`config.mk`:
```
export PLATFORM = sky130hd
export DESIGN_NAME = ordered_list_engine_unit
export DESIGN_NICKNAME = d
export VERILOG_FILES = /design/src/rtl/core/ole_pkg.sv /design/src/rtl/core/ole_mem.sv /design/src/rtl/core/ole_ring.sv /design/src/rtl/core/ordered_list_engine_unit.sv
export VERILOG_INCLUDE_DIRS = /design/src /design/src/rtl/core
export SDC_FILE = /design/constraint.sdc
export NUM_CORES = 1
export LEC_CHECK = 0
export ABC_CLOCK_PERIOD_IN_PS = 5400
export BUFFER_PORTS_ARGS = -buffer_cell sky130_fd_sc_hd__buf_2
export CAP_MARGIN = 20
export CORE_MARGIN = 4
export CORE_UTILIZATION = 55
export DETAILED_ROUTE_END_ITERATION = 8
export PLACE_DENSITY = 0.71
export SYNTH_ARGS = -nofsm -noshare
export SYNTH_HDL_FRONTEND = slang
export SYNTH_SLANG_ARGS = --single-unit
```
`constraint.sdc`:
```
create_clock -name clk -period 5.4 [get_ports clk]
set_input_delay 0.27 -clock clk [delete_from_list [all_inputs] [get_ports clk]]
set_output_delay 0.27 -clock clk [all_outputs]
set_load 0.02 [all_outputs]
```
`src/rtl/core/ordered_list_engine_unit_macros.svh`:
```
// Assertion macros for the list engine; clk and rst come from the using scope.
`ifndef ORDERED_LIST_ENGINE_UNIT_MACROS_SVH
`define ORDERED_LIST_ENGINE_UNIT_MACROS_SVH

// Check cons in the same cycle as ante.
`define OLE_ASSERT_HOLD(lbl, ante, cons, msg) \
  lbl: assert property (@(posedge clk) disable iff (rst) (ante) |-> (cons)) \
    else $error(msg);

// Check cons in the cycle after ante.
`define OLE_ASSERT_NEXT(lbl, ante, cons, msg) \
  lbl: assert property (@(posedge clk) disable iff (rst) (ante) |=> (cons)) \
    else $error(msg);

`endif

```
`src/rtl/core/ole_pkg.sv`:
```
`timescale 1ns / 1ps

package ole_pkg;

  localparam int TYPE_W   = 3;
  localparam int DATA_W   = 32;
  localparam int INDEX_W  = 4;
  localparam int STATUS_W = 2;
  localparam int COUNT_W  = 5;

  localparam logic [TYPE_W-1:0] REQ_APPEND       = 3'd0;
  localparam logic [TYPE_W-1:0] REQ_PREPEND      = 3'd1;
  localparam logic [TYPE_W-1:0] REQ_DROP_HEAD    = 3'd2;
  localparam logic [TYPE_W-1:0] REQ_DROP_TAIL    = 3'd3;
  localparam logic [TYPE_W-1:0] REQ_REMOVE_VALUE = 3'd4;
  localparam logic [TYPE_W-1:0] REQ_REMOVE_INDEX = 3'd5;

  localparam logic [STATUS_W-1:0] ST_DONE = 2'd0;
  localparam logic [STATUS_W-1:0] ST_MISS = 2'd1;
  localparam logic [STATUS_W-1:0] ST_FULL = 2'd2;

  typedef struct packed {
    logic [TYPE_W-1:0]         req_type;
    logic signed [DATA_W-1:0]  value;
    logic [INDEX_W-1:0]        index;
  } req_t;

  typedef struct packed {
    logic [STATUS_W-1:0] status;
    logic [COUNT_W-1:0]  count;
  } rsp_t;

endpackage

```
`src/rtl/core/ole_mem.sv`:
```
`timescale 1ns / 1ps

module ole_mem #(
  parameter int DEPTH = 16,
  parameter int WIDTH = 32,
  localparam int AW = $clog2(DEPTH)
) (
  input  logic             clk,
  input  logic             we,
  input  logic [AW-1:0]    waddr,
  input  logic [WIDTH-1:0] wdata,
  input  logic             re,
  input  logic [AW-1:0]    raddr,
  output logic [WIDTH-1:0] rdata
);

  logic [WIDTH-1:0] mem [DEPTH];

  always_ff @(posedge clk) begin
    if (we) begin
      mem[waddr] <= wdata;
    end
  end

  always_ff @(posedge clk) begin
    if (re) begin
      rdata <= mem[raddr];
    end
  end

endmodule

```
`src/rtl/core/ole_ring.sv`:
```
`timescale 1ns / 1ps

module ole_ring #(
  parameter int CAPACITY = 16,
  localparam int SW = $clog2(CAPACITY),
  localparam int CW = $clog2(CAPACITY + 1)
) (
  input  logic [SW-1:0] base,
  input  logic [CW-1:0] offset,
  output logic [SW-1:0] slot
);

  logic [SW:0] sum;

  always_comb begin
    sum = (SW + 1)'(base) + (SW + 1)'(offset);
    if (sum >= (SW + 1)'(CAPACITY)) begin
      slot = SW'(sum - (SW + 1)'(CAPACITY));
    end else begin
      slot = SW'(sum);
    end
  end

endmodule

```
`src/rtl/core/ordered_list_engine_unit.sv`:
```
// Channel   Handshake                    Payload
// request   start / busy (start & !busy) req    : ole_pkg::req_t
// result    done, one cycle strobe       result : ole_pkg::rsp_t
//
// Push, pop and unknown requests finish in the decode state; done is registered from it.
// Remove by value or index walks the ring, one stored entry per cycle through one
// read port and one ring adder.
// busy is high from acceptance until the result strobe; one request at a time.
// Synchronous reset empties the list; stored entries are not cleared.
// The receiver cannot stall: done lasts exactly one cycle.
`timescale 1ns / 1ps
`include "ordered_list_engine_unit_macros.svh"

module ordered_list_engine_unit #(
  parameter int CAPACITY   = 16,
  parameter int VALUE_BITS = 32
) (
  input  logic          clk,
  input  logic          rst,
  input  logic          start,
  input  ole_pkg::req_t req,
  output logic          busy,
  output logic          done,
  output ole_pkg::rsp_t result
);

  localparam int SW = $clog2(CAPACITY);
  localparam int CW = $clog2(CAPACITY + 1);
  localparam int XW = (CW > ole_pkg::INDEX_W) ? CW : ole_pkg::INDEX_W;

  localparam logic [1:0] S_IDLE   = 2'd0;
  localparam logic [1:0] S_DECODE = 2'd1;
  localparam logic [1:0] S_SEARCH = 2'd2;
  localparam logic [1:0] S_SHIFT  = 2'd3;

  logic [1:0]                      state, state_next;
  logic [CW-1:0]                   item_count, count_next;
  logic [SW-1:0]                   front, front_next;
  logic                            wr_pend, wr_pend_next;
  logic                            cmp_valid, cmp_valid_next;
  logic [CW-1:0]                   rd_pos, rd_pos_next;
  logic [CW-1:0]                   cmp_pos, cmp_pos_next;
  logic [SW-1:0]                   rd_slot, rd_slot_next;
  logic [SW-1:0]                   wr_slot, wr_slot_next;
  logic [SW-1:0]                   dst_slot, dst_slot_next;
  logic [ole_pkg::TYPE_W-1:0]      cur_type;
  logic [VALUE_BITS-1:0]           cur_value;
  logic [ole_pkg::INDEX_W-1:0]     cur_index;
  logic                            fin;
  logic [ole_pkg::STATUS_W-1:0]    fin_status;

  logic [SW-1:0]         ring_base, ring_sum;
  logic [CW-1:0]         ring_offset;
  logic                  mem_we, mem_re;
  logic [SW-1:0]         mem_waddr;
  logic [VALUE_BITS-1:0] mem_wdata, mem_rdata;

  logic          full, empty, rd_more, hit, last_cmp, idx_out;
  logic [CW-1:0] idx_c;

  assign busy     = (state != S_IDLE);
  assign full     = (item_count == CW'(CAPACITY));
  assign empty    = (item_count == '0);
  assign rd_more  = (rd_pos < item_count);
  assign hit      = (mem_rdata == cur_value);
  assign last_cmp = ((cmp_pos + CW'(1)) == item_count);
  assign idx_out  = (XW'(cur_index) >= XW'(item_count));
  assign idx_c    = CW'(cur_index);

  ole_ring #(.CAPACITY(CAPACITY)) u_ring (
    .base   (ring_base),
    .offset (ring_offset),
    .slot   (ring_sum)
  );

  ole_mem #(.DEPTH(CAPACITY), .WIDTH(VALUE_BITS)) u_mem (
    .clk   (clk),
    .we    (mem_we),
    .waddr (mem_waddr),
    .wdata (mem_wdata),
    .re    (mem_re),
    .raddr (rd_slot),
    .rdata (mem_rdata)
  );

  always_comb begin
    if (state == S_DECODE) begin
      ring_base = front;
      case (cur_type)
        ole_pkg::REQ_APPEND:       ring_offset = item_count;
        ole_pkg::REQ_PREPEND:      ring_offset = CW'(CAPACITY - 1);
        ole_pkg::REQ_REMOVE_INDEX: ring_offset = (idx_c == '0) ? CW'(1) : idx_c;
        default:                   ring_offset = CW'(1);
      endcase
    end else begin
      ring_base   = rd_slot;
      ring_offset = CW'(1);
    end
  end

  always_comb begin
    mem_we    = (state == S_SHIFT) ? wr_pend :
                ((state == S_DECODE) && !full &&
                 (cur_type == ole_pkg::REQ_APPEND ||
                  cur_type == ole_pkg::REQ_PREPEND));
    mem_waddr = (state == S_SHIFT) ? wr_slot : ring_sum;
    mem_wdata = (state == S_SHIFT) ? mem_rdata : cur_value;
    mem_re    = rd_more && (state == S_SEARCH || state == S_SHIFT);
  end

  always_comb begin
    state_next     = state;
    count_next     = item_count;
    front_next     = front;
    wr_pend_next   = wr_pend;
    cmp_valid_next = cmp_valid;
    rd_pos_next    = rd_pos;
    cmp_pos_next   = cmp_pos;
    rd_slot_next   = rd_slot;
    wr_slot_next   = wr_slot;
    dst_slot_next  = dst_slot;
    fin            = 1'b0;
    fin_status     = ole_pkg::ST_DONE;
    unique case (state)
      S_IDLE: begin
        if (start) state_next = S_DECODE;
      end
      S_DECODE: begin
        unique case (cur_type)
          ole_pkg::REQ_APPEND: begin
            fin = 1'b1;
            if (full) fin_status = ole_pkg::ST_FULL;
            else count_next = item_count + CW'(1);
          end
          ole_pkg::REQ_PREPEND: begin
            fin = 1'b1;
            if (full) begin
              fin_status = ole_pkg::ST_FULL;
            end else begin
              front_next = ring_sum;
              count_next = item_count + CW'(1);
            end
          end
          ole_pkg::REQ_DROP_HEAD: begin
            fin = 1'b1;
            if (empty) begin
              fin_status = ole_pkg::ST_MISS;
            end else begin
              front_next = ring_sum;
              count_next = item_count - CW'(1);
            end
          end
          ole_pkg::REQ_DROP_TAIL: begin
            fin = 1'b1;
            if (empty) fin_status = ole_pkg::ST_MISS;
            else count_next = item_count - CW'(1);
          end
          ole_pkg::REQ_REMOVE_VALUE: begin
            if (empty) begin
              fin        = 1'b1;
              fin_status = ole_pkg::ST_MISS;
            end else begin
              rd_pos_next    = '0;
              rd_slot_next   = front;
              cmp_valid_next = 1'b0;
              state_next     = S_SEARCH;
            end
          end
          ole_pkg::REQ_REMOVE_INDEX: begin
            if (idx_out) begin
              fin        = 1'b1;
              fin_status = ole_pkg::ST_MISS;
            end else if (idx_c == '0) begin
              fin        = 1'b1;
              front_next = ring_sum;
              count_next = item_count - CW'(1);
            end else begin
              rd_pos_next   = idx_c;
              rd_slot_next  = ring_sum;
              dst_slot_next = ring_sum;
              wr_pend_next  = 1'b0;
              state_next    = S_SHIFT;
            end
          end
          default: begin
            fin        = 1'b1;
            fin_status = ole_pkg::ST_MISS;
          end
        endcase
      end
      S_SEARCH: begin
        if (cmp_valid && hit) begin
          cmp_valid_next = 1'b0;
          if (cmp_pos == '0) begin
            fin        = 1'b1;
            front_next = rd_slot;
            count_next = item_count - CW'(1);
          end else begin
            wr_pend_next = 1'b0;
            state_next   = S_SHIFT;
          end
        end else if (cmp_valid && last_cmp) begin
          cmp_valid_next = 1'b0;
          fin            = 1'b1;
          fin_status     = ole_pkg::ST_MISS;
        end else if (rd_more) begin
          cmp_valid_next = 1'b1;
          cmp_pos_next   = rd_pos;
          rd_pos_next    = rd_pos + CW'(1);
          dst_slot_next  = rd_slot;
          rd_slot_next   = ring_sum;
        end else begin
          cmp_valid_next = 1'b0;
        end
      end
      S_SHIFT: begin
        if (rd_more) begin
          wr_pend_next  = 1'b1;
          wr_slot_next  = dst_slot;
          dst_slot_next = rd_slot;
          rd_pos_next   = rd_pos + CW'(1);
          rd_slot_next  = ring_sum;
        end else begin
          wr_pend_next = 1'b0;
          fin          = 1'b1;
          count_next   = item_count - CW'(1);
        end
      end
      default: state_next = S_IDLE;
    endcase
    if (fin) state_next = S_IDLE;
  end

  always_ff @(posedge clk) begin
    if (rst) begin
      state      <= S_IDLE;
      item_count <= '0;
      front      <= '0;
      wr_pend    <= 1'b0;
      cmp_valid  <= 1'b0;
      done       <= 1'b0;
    end else begin
      state      <= state_next;
      item_count <= count_next;
      front      <= front_next;
      wr_pend    <= wr_pend_next;
      cmp_valid  <= cmp_valid_next;
      done       <= fin;
    end
  end

  always_ff @(posedge clk) begin
    rd_pos   <= rd_pos_next;
    cmp_pos  <= cmp_pos_next;
    rd_slot  <= rd_slot_next;
    wr_slot  <= wr_slot_next;
    dst_slot <= dst_slot_next;
    if (state == S_IDLE && start) begin
      cur_type  <= req.req_type;
      cur_value <= VALUE_BITS'($signed(req.value));
      cur_index <= req.index;
    end
    if (fin) begin
      result.status <= fin_status;
      result.count  <= ole_pkg::COUNT_W'(count_next);
    end
  end

  `OLE_ASSERT_HOLD(a_count_bound, 1'b1, item_count <= CW'(CAPACITY), "count above capacity")
  `OLE_ASSERT_HOLD(a_done_idle, done, state == S_IDLE, "result strobe while busy")
  `OLE_ASSERT_NEXT(a_accept_busy, start && !busy, busy, "request not taken")
  `OLE_ASSERT_HOLD(a_full_count, done && result.status == ole_pkg::ST_FULL, full, "refused push")
  `OLE_ASSERT_HOLD(a_wr_shift, wr_pend, state == S_SHIFT, "pending write outside shift")

endmodule
```
==> impl_metrics.tcl, run 1 <==
set metrics [dict create \
    vias_per_cell 6.32 \
    async_flop_share 0 \
    yosys.area.top_type_share 0.728 \
    gp_congestion 0.890 \
    cts-root-buf "clkbuf_16" \
    grt_max_degree 69 \
    tritoncts "built" \
    ir_drop_mv 0.287 \
    final_nets 1424 \
    antenna_cells 0 \
    grt.total_usage 0.231 \
    first_iter_violations 1640 \
    min_period_over_period 0.809 \
    synth_top_family_by_area "multiplexers" \
    critical_path_class "register to register" \
    worst_pin_slew_ps 1080 \
    dp_hpwl_um 35300 \
    powerDensity_nw_per_um2 510 \
    reg2reg_setup_slack_ps 1030 \
    status "complete, no violations" \
    num_io_pins 51 \
    hold_violations 0 \
    antenna_found_initial 3 \
    rsz0062_at_grt "no" \
    hp-class "input pin to register" \
    die_y_um 222 \
    clkTransAtPathRegs_ps 60 \
    globalRouteOverflowTotal 0 \
    fmax_mhz 229 \
    fin_skew_ps 29.2 \
    critPathRequiredTime_ps 5720 \
    synth_cells 1235 \
    post_cts_buffers 0 \
    cts_buffers 61 \
    slew-limit-headroom 0.276 \
    route.detailed.drc 0 \
    critPathMaxFanout 22 \
    first_global_vias 12700 \
    vias 12700 \
    endpoint_kind "register" \
    post-route-util 0.632 \
    drive_above_1_share 0.287 \
    synth_seq_area_share 0.739 \
    placed_area_sq_um 26400 \
    die_w_um 222 \
    cp-start-kind "register" \
    port_buffers 50 \
    area_delta_synth_final_pct 13.6 \
    synth-simple-area-share 0.0372 \
    synth_xor_area_frac 0.0146 \
    synthAdderAreaFrac 0.0112 \
    routedWlPerCell_um 28.1 \
    setup-tns-final_ps 0 \
    synth_compound_area_frac 0.0264 \
    max_cap_violations 0 \
    yosysMostFrequentCell "edfxtp_1" \
    synthTopCellsByCount "edfxtp_1, mux4_2, nand2_1" \
    syn_avg_cell_area_sq_um 20.4 \
    core_area_sq_um 45400 \
    cts_buffer_depth 3 \
    drtPass1Iterations 7 \
    ctsResizeCount 0 \
    rows 78 \
    wirelength_um 56400 \
    final_area_sq_um 28700 \
    synth.net_count 1299 \
    antenna_left 0 \
    synth_largest_area_cell "edfxtp_1" \
    yosysWarningCount 0 \
    synth-edff-count 612 \
    synth-seq-cells 626 \
    netlist_area_sq_um 25300 \
    synthTopCellsByArea "edfxtp_1, mux4_2, mux2_2, xnor2_1, dfxtp_1" \
    cts_sinks 626 \
    finalSetupViolCount 0 \
    start_util 0.557 \
    p_leak_nw 9.12 \
    cp.arrival_ps 4690 \
    ys.flop_type "edfxtp_1" \
    htree_levels 2 \
    synthMuxAreaShare 0.159 \
    insertion_delay_ps 630 \
    ys_types 80 \
    fin_crit_ps 4370 \
    grt_pass1_wl_um 84500 \
    dieArea_sq_um 49400 \
    fill_cells 3061 \
    maxSlewViolCount 0 \
]
-- where the power goes --
part / internal (mW) / switching [mW]
Sequential: 6.11 / 0.209
Combinational: 1.77 / 2.45
Clock: 2.34 / 1.77
-- kinds of logic (layout without fill, tap and decap cells) --
| logic type | Yosys count | count (layout) |
|---|---|---|
| xor gates and xnor gates | 42 | 42 |
| and+or+nand+nor | 175 | 175 |
| muxes | 197 | 197 |
| adders and majority gates | 22 | 22 |
| DFF | 626 | 626 |
| buffers and inverters | 79 | 253 |
| AOI/OAI and AO/OA | 94 | 94 |
-- metrics by stage --
step	hold slack (ps)	power [mW]	setup slack (ps)	std cells
final	292	14.6	1030	2009
after global routing	289	15.3	712	2009
after CTS	249	14.7	1030	2009
after detailed placement	406	10.6	1050	1857
after global placement	406	10.5	1120	1857
after floorplan	369	9.27	1090	1235
-- routing by layer --
layer	global-route usage	vias to the layer above	wire, um	part of all wire
met3	0.0521	94	5810	0.10
met5	0	-	0	0
met2	0.353	616	26500	0.47
li1	-	5361	-	-
met1	0.346	6619	22700	0.40
met4	0.0616	0	1400	0.025
-- registers in the layout (all words and copies together), names as in the netlist, 3 cells and up --
register,flops
rd_pos,5
cur_index,4
dst_slot,4
rd_slot,4
item_count,5
u_mem.rdata,32
cmp_pos,5
wr_slot,4
cur_type,3
cur_value,32
result,7
u_mem.mem,512
front,4
-- worst max-delay path: stages, from the launching register on --
cell	delay [ps]
dfxtp_1	340
inv_1	110
ha_1	570
nand2_1	220
a21o_1	230
inv_1	60
ha_1	220
a21o_1	180
a21oi_1	130
inv_1	70
o211a_1	120
o31ai_2	350
nand2_1	340
nor2_4	840
buf_4	300
-- timing repair --
item,4_1_cts,5_1_grt
hold buffers,40,0
endpoints found under the hold margin,42,0
setup endpoints to repair,0,0
-- area by class of cell --
cell class                      count  area (sq um)  area share
Multi-Input combinational cell    530          6410       0.223
Clock inverter                     41           350      0.0122
Inverter                           23          86.3     0.00301
Tap cell                          600           751      0.0262
Timing Repair Buffer              118           861      0.0300
Sequential cell                   626         18700       0.650
Clock buffer                       71          1590      0.0552
-- final timing paths --
kind | from | endpoint | depth (start not counted)
worst max-delay path | state[1]$_SDFFE_PP0P_ | u_mem.mem[15][0]$_DFFE_PP_ | 14
worst min-delay path | start | state[0]$_SDFFE_PP0P_ | 3
worst max register to register | state[1]$_SDFFE_PP0P_ | u_mem.mem[15][0]$_DFFE_PP_ | 14
worst min register to register | dst_slot[3]$_DFFE_PP_ | wr_slot[3]$_DFFE_PP_ | 0
-- placed cells by master (no fill, tap or decap), drive strengths merged, types with 20 or more instances in the layout --
| cell type | n |
|---|---|
| a21oi | 20 |
| buf | 78 |
| clkbuf | 71 |
| clkinv | 32 |
| dlygate4sd3 | 40 |
| edfxtp | 612 |
| ha | 21 |
| inv | 24 |
| mux2 | 35 |
| mux4 | 160 |
| nand2 | 48 |
| nand3 | 22 |
| nor2 | 42 |
| o21ai | 20 |
| xnor2 | 35 |
(Power assumes the default switching activity.)
==> inputs of run 2 (changes only) <==
- ABC_CLOCK_PERIOD_IN_PS: 5400 -> 3720
- PLACE_DENSITY: 0.71 -> 0.74
- clock period: 5.4 -> 3.72 ns (I/O delays scaled with it)
==> run 2 against run 1 <==
  * Global-route usage down 0.13 points
  * Final cell count up 1.1%
  * Worst hold slack worse by 150 ps
  * Register-to-register slack worse by 780 ps
  * Combinational power up 49%
  * Via count up 0.29%
  * Critical endpoint is now u_mem.mem[4][2]$_DFFE_PP_
  * Largest power group unchanged
==> impl_metrics.tcl, run 2 (synthesis results as in run 1) <==
set metrics [dict create \
    status "complete, no violations" \
    globalRouteOverflowTotal 0 \
    dieArea_sq_um 49400 \
    cts_buffer_depth 3 \
    vias 12700 \
    largest_reg_flops 512 \
    drive_above_1_share 0.299 \
    drtPass1Iterations 6 \
    wirelength_um 56200 \
    routedWlPerCell_um 27.6 \
    die_w_um 222 \
    cp-start-kind "register" \
    tritoncts "built" \
    vias_per_cell 6.26 \
    antenna_left 0 \
    fmax_mhz 288 \
    grt.total_usage 0.230 \
    cp.arrival_ps 3780 \
    switchingPower_mw 6.46 \
    finalSetupViolCount 0 \
    antenna_found_initial 2 \
    maxSlewViolCount 0 \
    pwr-share-seq 0.428 \
    htree_levels 2 \
    die_y_um 222 \
    setup-tns-final_ps 0 \
    regMostFlops "u_mem.mem" \
    hold_violations 0 \
    port_buffers 50 \
    rows 78 \
    antenna_cells 0 \
    num_io_pins 51 \
    placed_area_sq_um 26800 \
    setup_ws_ps 246 \
    gp_congestion 0.899 \
    fin_crit_ps 3470 \
    p_comb_frac 0.294 \
    min_period_over_period 0.934 \
    critPathRequiredTime_ps 4030 \
    dp_hpwl_um 35000 \
    grt_pass1_wl_um 84400 \
    first_global_vias 12800 \
    slew-limit-headroom 0.211 \
    endpoint_kind "register" \
    core_area_sq_um 45400 \
    worst_pin_slew_ps 1180 \
    total_power_mw 21.4 \
    hp-class "input pin to register" \
    p_leak_nw 9.29 \
    route.detailed.drc 0 \
    final_area_sq_um 29100 \
    first_iter_violations 1574 \
    intPower_mw 14.9 \
    cts_buffers 61 \
    final_cell_mix "edfxtp_1, mux4_2, clkbuf_16" \
    dp_slack_ps 211 \
    powerDensity_nw_per_um2 734 \
    final_nets 1449 \
    final_common_cell "edfxtp_1" \
    reg.largest.list "u_mem.mem x512, cur_value x32, u_mem.rdata x32" \
    fin_skew_ps 51.5 \
    p_sw_frac 0.302 \
    clockPowerShare 0.278 \
    max_cap_violations 0 \
    cts-root-buf "clkbuf_16" \
    grt_max_degree 131 \
    fill_cells 2980 \
    clkTransAtPathRegs_ps 60 \
    insertion_delay_ps 650 \
    area_delta_synth_final_pct 15.4 \
    critical_path_class "register to register" \
    critPathMaxFanout 22 \
    ir_drop_mv 0.572 \
    rsz0062_at_grt "no" \
    start_util 0.557 \
    cts_sinks 626 \
]
-- run 2: changes by cell type in the layout (fill, tap and decap cells not counted), sizes merged --
cell and change:
clkinvlp +2, clkinv -8, clkbuf +5, inv -1, buf +25
-- run 2: metrics by stage --
stage          hold slack [ps]  instances   util
5_1_grt                    169       2032  0.642
6_report                   143       2032  0.642
2_1_floorplan              285       1235      -
3_5_place_dp               364       1882  0.590
3_3_place_gp               362       1882  0.590
4_1_cts                   99.1       2032  0.642
-- run 2: layout make-up --
cell class                 count  area [sq um]  area share
sequential                   626         18700       0.640
multi-input combinational    530          6410       0.220
clock buffer                  76          1580      0.0543
timing repair buffer         143          1290      0.0442
tap                          600           751      0.0258
clock inverter                34           357      0.0122
inverter                      23          86.3     0.00296
-- run 2: what timing repair did --
item / 4_1_cts / 5_1_grt
setup endpoints to repair: 0 / 192
buffers inserted: 0 / 0
endpoints found under the hold margin: 48 / 0
hold buffers: 40 / 0
gates resized for setup: 0 / 3
-- run 2: path summary, 6_finish.rpt --
kind / from / endpoint / slack, ps / cells past startpoint
worst min-delay path: start / state[0]$_SDFFE_PP0P_ / 140 / 3
worst min register to register: dst_slot[1]$_DFFE_PP_ / wr_slot[1]$_DFFE_PP_ / 430 / 0
worst max-delay path: cur_index[1]$_DFFE_PP_ / u_mem.mem[4][2]$_DFFE_PP_ / 250 / 11
worst max register to register: cur_index[1]$_DFFE_PP_ / u_mem.mem[4][2]$_DFFE_PP_ / 250 / 11
-- run 2: worst max-delay path, stage by stage, from the launching register on --
cell and delay [ps]:
edfxtp_1 460, nor4_2 370, nor3_1 110, o21bai_1 190
ha_1 200, inv_1 70, fa_1 430, xor2_1 240
o21ai_0 400, nand2b_2 260, nor2_4 210, buf_12 200
-- run 2: routing by layer --
metal | routed length [um] | GRT usage | vias up
met2 | 26000 | 0.342 | 609
met4 | 1270 | 0.0606 | 0
met5 | 0 | 0 | -
li1 | - | - | 5392
met3 | 5640 | 0.0628 | 76
met1 | 23300 | 0.344 | 6650
-- run 2: power groups by stage --
stage	Combinational (mW)	Sequential, mW	Clock (mW)
floorplan	4.32	9.19	0
global placement	6.11	9.27	0
detailed placement	6.23	9.30	0
CTS	6.31	9.16	6.07
global route	6.77	9.20	6.37
finish	6.30	9.16	5.94
